===== config.mk =====
export PLATFORM = sky130hd
export DESIGN_NAME = byte_pattern_search_core_flat
export DESIGN_NICKNAME = d
export VERILOG_FILES = /design/src/rtl/bps_pkg.sv /design/src/rtl/bps_in_if.sv /design/src/rtl/bps_out_if.sv /design/src/rtl/bps_match.sv /design/src/rtl/byte_pattern_search_core.sv /design/src/flat_wrapper.sv
export SDC_FILE = /design/constraint.sdc
export NUM_CORES = 2
export LEC_CHECK = 0
export ABC_AREA = 1
export BUFFER_PORTS_ARGS = -buffer_cell sky130_fd_sc_hd__buf_2
export CAP_MARGIN = 40
export CORE_MARGIN = 5
export CORE_UTILIZATION = 35
export CTS_BUF_LIST = sky130_fd_sc_hd__clkbuf_8
export CTS_CLUSTER_DIAMETER = 100
export DETAILED_ROUTE_END_ITERATION = 8
export GPL_ROUTABILITY_DRIVEN = 0
export PLACE_DENSITY = 0.48
export SETUP_SLACK_MARGIN = 0.1
export SLEW_MARGIN = 20
export SYNTH_ARGS = -nofsm -noshare
export SYNTH_HDL_FRONTEND = slang
export SYNTH_HIERARCHICAL = 1
export SYNTH_SLANG_ARGS = --single-unit

===== constraint.sdc =====
create_clock -name i_clk -period 4.8 [get_ports i_clk]
set_input_delay 0.48 -clock i_clk [delete_from_list [all_inputs] [get_ports i_clk]]
set_output_delay 0.48 -clock i_clk [all_outputs]
set_load 0.02 [all_outputs]

===== src/rtl/bps_pkg.sv =====
// Shared types, constants and helper functions of the byte pattern search block.
package bps_pkg;

    localparam int MAX_PATTERN = 16;
    localparam int BYTE_W      = 8;
    localparam int IDX_W       = $clog2(MAX_PATTERN);
    localparam int LEN_W       = 5;
    localparam int OFFS_W      = 48;
    localparam int CFG_W       = 64;
    localparam int CFG_IDX_W   = 3;

    localparam logic [OFFS_W-1:0] OFFS_MAX = {OFFS_W{1'b1}};

    typedef logic [CFG_IDX_W-1:0]              t_cfg_idx;
    typedef logic [MAX_PATTERN-1:0][BYTE_W-1:0] t_window;
    typedef logic [LEN_W-1:0]                  t_len;
    typedef logic [OFFS_W-1:0]                 t_offs;

    localparam t_cfg_idx CFG_PATTERN_LOW      = 3'd0;
    localparam t_cfg_idx CFG_PATTERN_HIGH     = 3'd1;
    localparam t_cfg_idx CFG_PATTERN_LENGTH   = 3'd2;
    localparam t_cfg_idx CFG_CASE_INSENSITIVE = 3'd3;
    localparam t_cfg_idx CFG_START_OFFSET     = 3'd4;

    // ASCII upper case to lower when folding is on
    function automatic logic [BYTE_W-1:0] fold(input logic ci, input logic [BYTE_W-1:0] c);
        logic [BYTE_W-1:0] r;
        r = c;
        if (ci && c >= 8'h41 && c <= 8'h5A) begin
            r = c + 8'h20;
        end
        return r;
    endfunction

    // Length in use: zero acts as one, oversize clamps to the window depth
    function automatic t_len eff_len(input t_len len);
        t_len r;
        r = len;
        if (len == '0) begin
            r = LEN_W'(1);
        end else if (len > LEN_W'(MAX_PATTERN)) begin
            r = LEN_W'(MAX_PATTERN);
        end
        return r;
    endfunction

endpackage


===== src/rtl/bps_in_if.sv =====
// Input channel of the byte pattern search block: one data byte per item.
interface bps_in_if;
    logic                      valid;
    logic                      ready;
    logic [bps_pkg::BYTE_W-1:0] data_byte;
    logic                      last_byte;

    modport source (output valid, output data_byte, output last_byte, input ready);
    modport sink   (input valid, input data_byte, input last_byte, output ready);
endinterface


===== src/rtl/bps_out_if.sv =====
// Result channel of the byte pattern search block.
interface bps_out_if;
    logic                 valid;
    logic                 ready;
    logic                 found;
    bps_pkg::t_offs       match_offset;

    modport source (output valid, output found, output match_offset, input ready);
    modport sink   (input valid, input found, input match_offset, output ready);
endinterface


===== src/rtl/bps_match.sv =====
// Parallel compare of the newest window bytes with the configured pattern.
module bps_match (
    input  logic             i_ci,
    input  bps_pkg::t_window i_win,
    input  bps_pkg::t_window i_pat,
    input  bps_pkg::t_len    i_len,
    output logic             o_eq
);

    logic [bps_pkg::MAX_PATTERN-1:0] w_eq;

    always_comb begin
        logic [bps_pkg::LEN_W-1:0] sel;
        for (int i = 0; i < bps_pkg::MAX_PATTERN; i++) begin
            // pattern byte i lines up with window slot depth - len + i
            sel = bps_pkg::LEN_W'(bps_pkg::MAX_PATTERN) - i_len + bps_pkg::LEN_W'(i);
            w_eq[i] = (bps_pkg::LEN_W'(i) >= i_len) ||
                      (bps_pkg::fold(i_ci, i_win[sel[bps_pkg::IDX_W-1:0]]) ==
                       bps_pkg::fold(i_ci, i_pat[i]));
        end
    end

    assign o_eq = &w_eq;

endmodule


===== src/rtl/byte_pattern_search_core.sv =====
// Byte pattern search: first match of a pattern of up to 16 bytes in a byte stream.
// The block takes one data byte per cycle with no gaps of its own. Each byte is
// shifted into a 16-byte window and compared with the pattern in the cycle it is
// accepted; a result (match or end of range without match) goes into a stage register
// at the accepting edge and moves on into the output register once that register is
// free, after the offset sum. Throughput is one byte per clock, set by the window compare;
// stalls on the result side hold the input only once both pipeline registers are full.
// After a match the bytes up to last_byte are taken and dropped; last_byte always
// restarts the search.
module byte_pattern_search_core (
    input  logic                                i_clk,
    input  logic                                i_rst_n,
    bps_in_if.sink                              i_in,
    bps_out_if.source                           o_out,
    input  logic                                i_cfg_we,
    input  bps_pkg::t_cfg_idx                   i_cfg_index,
    input  logic [bps_pkg::CFG_W-1:0]           i_cfg_data
);

    // configuration registers
    logic [bps_pkg::CFG_W-1:0] r_pat_lo;
    logic [bps_pkg::CFG_W-1:0] r_pat_hi;
    bps_pkg::t_len             r_pat_len;
    logic                      r_ci;
    bps_pkg::t_offs            r_start;

    // search state
    bps_pkg::t_window r_win, n_win;
    bps_pkg::t_offs   r_cnt, n_cnt;
    logic             r_done, n_done;

    // result pipeline
    logic           r_s1_valid;
    logic           r_s1_found;
    bps_pkg::t_offs r_s1_before;
    logic           r_o_valid;
    logic           r_o_found;
    bps_pkg::t_offs r_o_offset;

    logic             w_acc;
    logic             w_adv2;
    bps_pkg::t_window w_shift;
    bps_pkg::t_window w_pat;
    bps_pkg::t_len    w_len;
    bps_pkg::t_offs   w_cnt_inc;
    logic             w_eq;
    logic             w_match;
    logic             w_result;
    logic [bps_pkg::OFFS_W:0] w_sum;

    assign w_adv2     = r_s1_valid && (!r_o_valid || o_out.ready);
    assign i_in.ready = !r_s1_valid || w_adv2;
    assign w_acc      = i_in.valid && i_in.ready;

    assign w_shift   = bps_pkg::t_window'({i_in.data_byte, r_win[bps_pkg::MAX_PATTERN-1:1]});
    assign w_pat     = bps_pkg::t_window'({r_pat_hi, r_pat_lo});
    assign w_len     = bps_pkg::eff_len(r_pat_len);
    assign w_cnt_inc = (r_cnt == bps_pkg::OFFS_MAX) ? r_cnt : r_cnt + 1'b1;

    bps_match u_match (
        .i_ci  (r_ci),
        .i_win (w_shift),
        .i_pat (w_pat),
        .i_len (w_len),
        .o_eq  (w_eq)
    );

    // a match has to lie wholly inside the bytes of this search
    assign w_match  = w_eq && (w_cnt_inc >= bps_pkg::OFFS_W'(w_len));
    assign w_result = w_acc && !r_done && (w_match || i_in.last_byte);

    always_comb begin
        n_win  = r_win;
        n_cnt  = r_cnt;
        n_done = r_done;
        if (w_acc) begin
            if (i_in.last_byte) begin
                n_win  = '0;
                n_cnt  = '0;
                n_done = 1'b0;
            end else if (!r_done) begin
                n_win  = w_shift;
                n_cnt  = w_cnt_inc;
                n_done = w_match;
            end
        end
    end

    always_ff @(posedge i_clk) begin
        if (!i_rst_n) begin
            r_pat_lo  <= '0;
            r_pat_hi  <= '0;
            r_pat_len <= bps_pkg::LEN_W'(1);
            r_ci      <= 1'b0;
            r_start   <= '0;
        end else if (i_cfg_we) begin
            case (i_cfg_index)
                bps_pkg::CFG_PATTERN_LOW:      r_pat_lo  <= i_cfg_data;
                bps_pkg::CFG_PATTERN_HIGH:     r_pat_hi  <= i_cfg_data;
                bps_pkg::CFG_PATTERN_LENGTH:   r_pat_len <= i_cfg_data[bps_pkg::LEN_W-1:0];
                bps_pkg::CFG_CASE_INSENSITIVE: r_ci      <= i_cfg_data[0];
                bps_pkg::CFG_START_OFFSET:     r_start   <= i_cfg_data[bps_pkg::OFFS_W-1:0];
                default: ;
            endcase
        end
    end

    always_ff @(posedge i_clk) begin
        if (!i_rst_n) begin
            r_win      <= '0;
            r_cnt      <= '0;
            r_done     <= 1'b0;
            r_s1_valid <= 1'b0;
            r_o_valid  <= 1'b0;
        end else begin
            r_win  <= n_win;
            r_cnt  <= n_cnt;
            r_done <= n_done;
            if (w_acc || w_adv2) begin
                r_s1_valid <= w_result;
            end
            if (w_adv2) begin
                r_o_valid <= 1'b1;
            end else if (o_out.ready) begin
                r_o_valid <= 1'b0;
            end
        end
    end

    assign w_sum = {1'b0, r_start} + {1'b0, r_s1_before};

    always_ff @(posedge i_clk) begin
        if (w_acc) begin
            r_s1_found  <= w_match;
            r_s1_before <= w_cnt_inc - bps_pkg::OFFS_W'(w_len);
        end
        if (w_adv2) begin
            r_o_found <= r_s1_found;
            if (!r_s1_found) begin
                r_o_offset <= '0;
            end else if (w_sum[bps_pkg::OFFS_W]) begin
                r_o_offset <= bps_pkg::OFFS_MAX;
            end else begin
                r_o_offset <= w_sum[bps_pkg::OFFS_W-1:0];
            end
        end
    end

    assign o_out.valid        = r_o_valid;
    assign o_out.found        = r_o_found;
    assign o_out.match_offset = r_o_offset;

endmodule


===== src/flat_wrapper.sv =====
// flat-port wrapper written by rule: the top's interface ports become plain ports
module byte_pattern_search_core_flat 
  (i_clk, i_rst_n, i_cfg_we, i_cfg_index, i_cfg_data, i_in_valid, i_in_data_byte, i_in_last_byte, i_in_ready, o_out_valid, o_out_found, o_out_match_offset, o_out_ready);
  bps_in_if i_in_i ();
  bps_out_if o_out_i ();
  input  logic i_clk;
  input  logic i_rst_n;
  input  logic i_cfg_we;
  input  bps_pkg::t_cfg_idx i_cfg_index;
  input  logic [bps_pkg::CFG_W-1:0] i_cfg_data;
  input wire logic [$bits(i_in_i.valid)-1:0] i_in_valid;
  input wire logic [$bits(i_in_i.data_byte)-1:0] i_in_data_byte;
  input wire logic [$bits(i_in_i.last_byte)-1:0] i_in_last_byte;
  output wire logic [$bits(i_in_i.ready)-1:0] i_in_ready;
  output wire logic [$bits(o_out_i.valid)-1:0] o_out_valid;
  output wire logic [$bits(o_out_i.found)-1:0] o_out_found;
  output wire logic [$bits(o_out_i.match_offset)-1:0] o_out_match_offset;
  input wire logic [$bits(o_out_i.ready)-1:0] o_out_ready;
  assign i_in_i.valid = i_in_valid;
  assign i_in_i.data_byte = i_in_data_byte;
  assign i_in_i.last_byte = i_in_last_byte;
  assign i_in_ready = i_in_i.ready;
  assign o_out_valid = o_out_i.valid;
  assign o_out_found = o_out_i.found;
  assign o_out_match_offset = o_out_i.match_offset;
  assign o_out_i.ready = o_out_ready;
  byte_pattern_search_core u_core (.i_clk(i_clk), .i_rst_n(i_rst_n), .i_in(i_in_i), .o_out(o_out_i), .i_cfg_we(i_cfg_we), .i_cfg_index(i_cfg_index), .i_cfg_data(i_cfg_data));
endmodule

### After elaboration in Yosys (flattened, before gate mapping)

Cells that the tools add are included.

| operators by class | value |
|---|---|
| eq/ne operators | 22 |
| add/subtract/negate cells | 51 |
| reduce and logical (&&, ||, !) cells | 102 |
| muxes and demuxes | 76 |
| order comparisons | 98 |

Operators by type and width:

| operator | number |
|---|---|
| 8-bit binary-select mux with 4-bit select | 16 |
| 8-bit 2-to-1 mux | 48 |
| 8-bit by 6-bit adder with 8-bit output (second input constant) | 32 |
| 8-bit by 7-bit >= comparator with 1-bit output (second input constant) | 32 |
| 8-bit by 7-bit less-or-equal comparator with 1-bit output (second input constant) | 32 |
| 128-bit 2-to-1 mux | 2 |
| 48-bit 2-to-1 mux | 4 |
| 8-bit equality test | 16 |
| 4-bit by 5-bit < comparator with 1-bit output (second input constant) | 16 |
| 1-bit logical AND | 69 |
| 48-bit by 48-bit adder with 49-bit output | 1 |
| 48-bit by 1-bit adder with 48-bit output (second input constant) | 1 |
| 48-bit equality test (second input constant) | 1 |
| 48-bit by 5-bit >= comparator with 1-bit output | 1 |
| 48-bit by 5-bit subtractor with 48-bit output | 1 |
| 4-bit by 5-bit >= comparator with 1-bit output (first input constant) | 8 |
| 4-bit adder (second input constant) | 8 |
| 3-bit by 5-bit >= comparator with 1-bit output (first input constant) | 4 |
| 1-bit logical OR | 20 |
| 4-bit by 3-bit adder with 4-bit output (second input constant) | 4 |
| 16-bit AND reduction | 1 |
| 2-bit AND reduction | 6 |
| 1-bit by 5-bit >= comparator with 1-bit output (first input constant) | 2 |
| 2-bit by 5-bit >= comparator with 1-bit output (first input constant) | 2 |
| 14 further kinds | 22 |

| word-level totals | value |
|---|---|
| output and inout port bits | 51 |
| register bits after elaboration | 451 |

### Depth between registers and ports, before layout

| depth | value |
|---|---|
| depth after elaboration | 17 |
| depth in mapped cells | 38 |
| mapped depth without buffers | 35 |

### Hierarchy

Netlist, hierarchy kept.

By module, submodules not included:

| module | area each (µm²) | cells each | instances | seq. area each (µm²) |
|---|---|---|---|---|
| byte_pattern_search_core | 21632.0 | 2953 | 1 | 10009.6 |
| bps_match | 12776.0 | 2857 | 1 | 0.0 |

### Worst setup path before layout

OpenSTA, ideal clock, no wires.

| path | value |
|---|---|
| path type | register to register |
| start point | reg u_core.r_pat_len[0] |
| end point | reg u_core.r_done |
| setup slack | 0.712 ns |
| library setup time | 0.070 ns |
| data arrival time | 4.019 ns |
| cell stages (with the launch flop) | 36 |
| data required time | 4.730 ns |
| buffers on the path | 5 |
| path through | dfxtp_1 > nor4_1 > nor2_1 > nor2_1 > buf_4 > inv_4 > buf_2 > buf_2 > ha_1 > inv_2 > nand2_1 > nand2_1 > buf_4 > buf_4 > nand2_1 > nand2_1 > nand2_1 > nand2_1 > nand2_1 > and2_1 > ha_1 > inv_1 > nand4_1 > nand2_1 > nand2_1 > nand2_1 > nand3_1 > nand2_1 > nand2_1 > nor2_1 > nand2_1 > nor2_1 > nand2_1 > inv_2 > nand2_1 > a21oi_1 |

| between the ends | value |
|---|---|
| word-level cells in the longest chain between the ends | 17 |
| elaborated cells on any way between the ends | 201 |
| classes of those cells | add/sub: 32; order compare: 50; eq/ne: 16; mux: 52; reduce/logical: 51 |

Ends and longest elaborated chain:

| element | RTL line | text |
|---|---|---|
| from (decl) | byte_pattern_search_core.sv:23 | `bps_pkg::t_len r_pat_len;` |
| from (signal assigned) | byte_pattern_search_core.sv:93 | `r_pat_len <= bps_pkg::LEN_W'(1);` |
| from (signal assigned) | byte_pattern_search_core.sv:100 | `bps_pkg::CFG_PATTERN_LENGTH: r_pat_len <= i_cfg_data[bps_pkg::LEN_W-1:0];` |
| 5-bit > comparator | bps_pkg.sv:41 | `end else if (len > LEN_W'(MAX_PATTERN)) begin` |
| 5-bit 2-to-1 mux | bps_pkg.sv:41 |  |
| 5-bit 2-to-1 mux * | bps_pkg.sv:39 | `if (len == '0) begin` |
| net u_core.w_len[0] | byte_pattern_search_core.sv:44 | `bps_pkg::t_len w_len;` |
| 1-bit by 4-bit subtractor with 4-bit output | bps_match.sv:16 | `sel = bps_pkg::LEN_W'(bps_pkg::MAX_PATTERN) - i_len + bps_pkg::LEN_W'(i);` |
| 4-bit by 1-bit adder with 4-bit output (tied with other cells) | bps_match.sv:16 |  |
| 8-bit binary-select mux with 4-bit select | bps_match.sv:18 | `(bps_pkg::fold(i_ci, i_win[sel[bps_pkg::IDX_W-1:0]]) ==` |
| 8-bit 2-to-1 mux (implied by the code) | bps_match.sv:18 |  |
| (+4 left out) | n/a |  |
| 8-bit equality test | bps_match.sv:18 |  |
| 1-bit logical OR | bps_match.sv:17 | `w_eq[i] = (bps_pkg::LEN_W'(i) >= i_len) \|\|` |
| 16-bit AND reduction * | bps_match.sv:23 | `assign o_eq = &w_eq;` |
| net u_core.w_eq | byte_pattern_search_core.sv:46 | `logic w_eq;` |
| 1-bit logical AND * | byte_pattern_search_core.sv:69 | `assign w_match = w_eq && (w_cnt_inc >= bps_pkg::OFFS_W'(w_len));` |
| net u_core.w_match | byte_pattern_search_core.sv:47 | `logic w_match;` |
| 1-bit 2-to-1 mux * | byte_pattern_search_core.sv:81 | `end else if (!r_done) begin` |
| 1-bit 2-to-1 mux * | byte_pattern_search_core.sv:77 | `if (i_in.last_byte) begin` |
| to (signal assigned) | byte_pattern_search_core.sv:118 | `r_done <= n_done;` |
| to (decl) | byte_pattern_search_core.sv:30 | `logic r_done, n_done;` |

Mark *: on every way through the listed nets, which the timed path passes. The rest lies on a longest branch. The select of a mux whose other input is x is not followed.
A chain may end at the register's enable or synchronous reset.

### Worst setup path in the final report

| path | value |
|---|---|
| start point | reg u_core.r_pat_len[3] |
| end point | reg u_core.r_done |

The elaborated chain is that of the path after synthesis.

==> results by group <==
Clock tree
  • Max H-tree Level: 3
  • Clk sinks: 451
  • Worst-path clk slew: 70 ps
  • Total CTS buffers: 86
  • Clock buffer depth: 3
  • CTS tree: yes
  • Clock root buffer: clkbuf_8
  • Clk Latency, worst-skew pair: 740 ps

STA
  • Clock Skews: 20.47 ps
  • Final setup vio count: 0
  • Hold WS: 76.42 ps
  • Slew HR: 0.4591
  • Final count of pins violating max slew: 0
  • Final period util: 0.9254
  • Pin slew with the least headroom to its limit: 809.5 ps
  • RSZ-0062 raised after global routing: false
  • Setup TNS: 0 ps
  • Max Freq: 0.2251 GHz
  • Min cycle time layout: 4442 ps
  • Hold Vio Cnt, Final: 0

Synthesis
  • Seq cells post-synth: 451
  • Syn. warnings: 6
  • Post-Syn Instances: 5810
  • Dominant synthesized flop cell: dfxtp_1
  • Mapped Nets: 5982
  • Mean post-synth cell area: 5.922 um2
  • Synthesized area: 34410 um2
  • EDFF count, synth: 98
  • Share of the yosys chip area belonging to registers: 0.2909
  • Post-synth ARST share: 0
  • Count of cell types in the netlist: 58

Critical path
  • Worst path max stage delay: 360 ps
  • Worst setup SP type: register
  • CP Capture Type: register
  • Setup CP Type: reg -> reg
  • CP most frequent cell: nand2_1
  • Critical path's slowest cell: ha_4
  • Worst EP required: 5460 ps
  • CP max FO: 8
  • Arr. time, crit path: 5100 ps

Final layout
  • Layout Cells excl Fill: 7390
  • Post-layout util: 0.4138
  • Most frequent cells in the layout: 2177 x nand2_1, 700 x nor2_1, 540 x nand3_1, 457 x inv_1, 353 x dfxtp_1
  • Final Net Count: 6201
  • Commonest non-fill, non-tap cell in the layout: nand2_1
  • Area of the multi-input gates: 21920 um2
  • FILL cells: 10710
  • Storage cell area: 10010 um2
  • Area Overhead vs Synth: 17.85%
  • Ratio of cells with drive above 1 in the final layout: 0.1168

Floorplanning
  • Initial core utilization: 0.3511
  • Die Y-Extent: 323.5 um
  • Row cnt: 115
  • Core ar.: 97990 um2
  • IO Count: 132
  • Die area: 104700 um2
  • Die width: 323.5 um

GRT
  • Vias in the first global route: 33420
  • Tot GR Track Use: 0.2566
  • Initial antenna violation count: 7
  • GRT overflow: 0
  • Largest net degree at the start of global routing: 146
  • First-pass GRT wire length: 207.2 mm

Power and ir drop
  • Worst ir drop on vdd: 0.0001595 V
  • Pwr Total: 12.59 mW
  • Pwr Density: 310.5 nW/um2
  • Leakage: 18.50 nW

Placement
  • I/O Buffers: 131
  • Post-Place Cells: 7169
  • HPWL Detailed: 108.2 mm

Route
  • Routed vias: 37860
  • Iteration-0 DRC Markers: 3587
  • First drt pass iteration count: 7
  • Final wirelength: 141.1 mm
  • Drc violations: 0
  • Vias per cell: 5.123
  • Number of routed nets with antenna violations: 0
  • Wirelength per Cell: 19.09 um

Worst hold path
  • Hold Path Class: in -> reg

Run status
  • Status: finished clean

Job
  • Max cap viols: 0
flip-flops by register name, indices dropped and copies added, names as in the netlist:
register / count
u_core/r_win: 120
u_core/r_pat_hi: 64
u_core/r_pat_lo: 64
u_core/o_out.match_offset: 48
u_core/r_cnt: 48
u_core/r_s1_before: 48
u_core/r_start: 48
u_core/r_pat_len: 5
u_core/o_out.found: 1
u_core/o_out.valid: 1
u_core/r_ci: 1
u_core/r_done: 1
u_core/r_s1_found: 1
u_core/r_s1_valid: 1
area by class of cell:
| cell class | instances | area share |
|---|---|---|
| Clock inverter | 50 | 0.01324 |
| Sequential cell | 451 | 0.2468 |
| Tap cell | 1287 | 0.03971 |
| Antenna cell | 5 | 0.0003085 |
| Inverter | 465 | 0.04347 |
| Timing Repair Buffer | 367 | 0.07948 |
| Multi-Input combinational cell | 4658 | 0.5406 |
| Clock buffer | 107 | 0.03632 |
worst paths after layout:
| check | cells after the start | startpoint | end | slack, ps |
|---|---|---|---|---|
| worst max register to register | 31 | u_core/r_pat_len[3] | u_core/r_done | 360 |
| worst min-delay path | 3 | i_cfg_data[43] | u_core/r_pat_lo[43] | 80 |
| worst max-delay path | 31 | u_core/r_pat_len[3] | u_core/r_done | 360 |
| worst min register to register | 2 | u_core/r_done | u_core/r_done | 460 |
per-stage QoR:
| step | setup WS, ps | cell area [um2] |
|---|---|---|
| 6_report | 358.3 | 40550 |
| 5_1_grt | 72.34 | 40540 |
| 4_1_cts | 137.0 | 39700 |
| 3_5_place_dp | -145.5 | 37360 |
| 3_3_place_gp | -115.4 | 37280 |
| 2_1_floorplan | 711.5 | 34410 |
power breakdown:
part / switching (mW) / total (mW) / internal, mW
sequential: 0.128 / 4.17 / 4.04
combinational: 2.54 / 3.91 / 1.37
clock: 1.89 / 4.51 / 2.62
cells by family after synthesis:
family | count (synthesis) | synth area share
flops | 451 | 0.2909
buf+inv | 702 | 0.08422
mux | 4 | 0.001164
simple gates | 3782 | 0.4569
fa+ha+maj | 91 | 0.03353
compound gates | 658 | 0.1022
xor+xnor | 122 | 0.03105
synthesized netlist by cell type, types with 10 or more instances:
cell | n | area share
xnor2_1 | 48 | 0.012
nand4_1 | 74 | 0.013
nor3_1 | 36 | 0.0052
xor2_1 | 74 | 0.019
o21bai_1 | 24 | 0.0052
o21a_1 | 10 | 0.0022
o21ai_1 | 12 | 0.0017
nand2_2 | 39 | 0.0071
or2_2 | 24 | 0.0044
inv_1 | 444 | 0.048
a21oi_1 | 267 | 0.039
nand3_1 | 554 | 0.081
o211ai_1 | 11 | 0.0024
o21ai_0 | 294 | 0.043
a31oi_1 | 19 | 0.0035
nor4_1 | 12 | 0.0022
clkbuf_1 | 122 | 0.013
nor2_1 | 711 | 0.078
buf_1 | 14 | 0.0015
buf_2 | 64 | 0.0093
dfxtp_1 | 353 | 0.21
ha_1 | 89 | 0.032
nor2_2 | 22 | 0.0040
buf_4 | 26 | 0.0057
inv_2 | 17 | 0.0019
edfxtp_1 | 98 | 0.086
buf_6 | 11 | 0.0036
nand3b_1 | 32 | 0.0070
nand2_1 | 2242 | 0.24
routing by layer:
layer,GRT usage,vias to the layer above,part of all wire
met5,0,-,0
met4,0.07244,0,0.027
met3,0.06339,162,0.083
met2,0.3820,1170,0.42
met1,0.3696,17450,0.47
li1,-,19080,-
critical path, delay by kind of cell (launching register included):
kind | cells | cell delay (ps)
adders and majority gates | 2 | 640
buffers and inverters | 6 | 620
AOI/OAI and AO/OA | 1 | 140
DFF | 1 | 330
and+or+nand+nor | 22 | 2620
repair_timing:
action,CTS,global route
gates cloned,0,15
buffers inserted,0,12
resized for setup,4,122
hold buffers,31,0
setup endpoints to repair,3,3
endpoints found under the hold margin,52,0
pin swaps,0,17
Note: power is estimated with default switching activity, not from simulation.
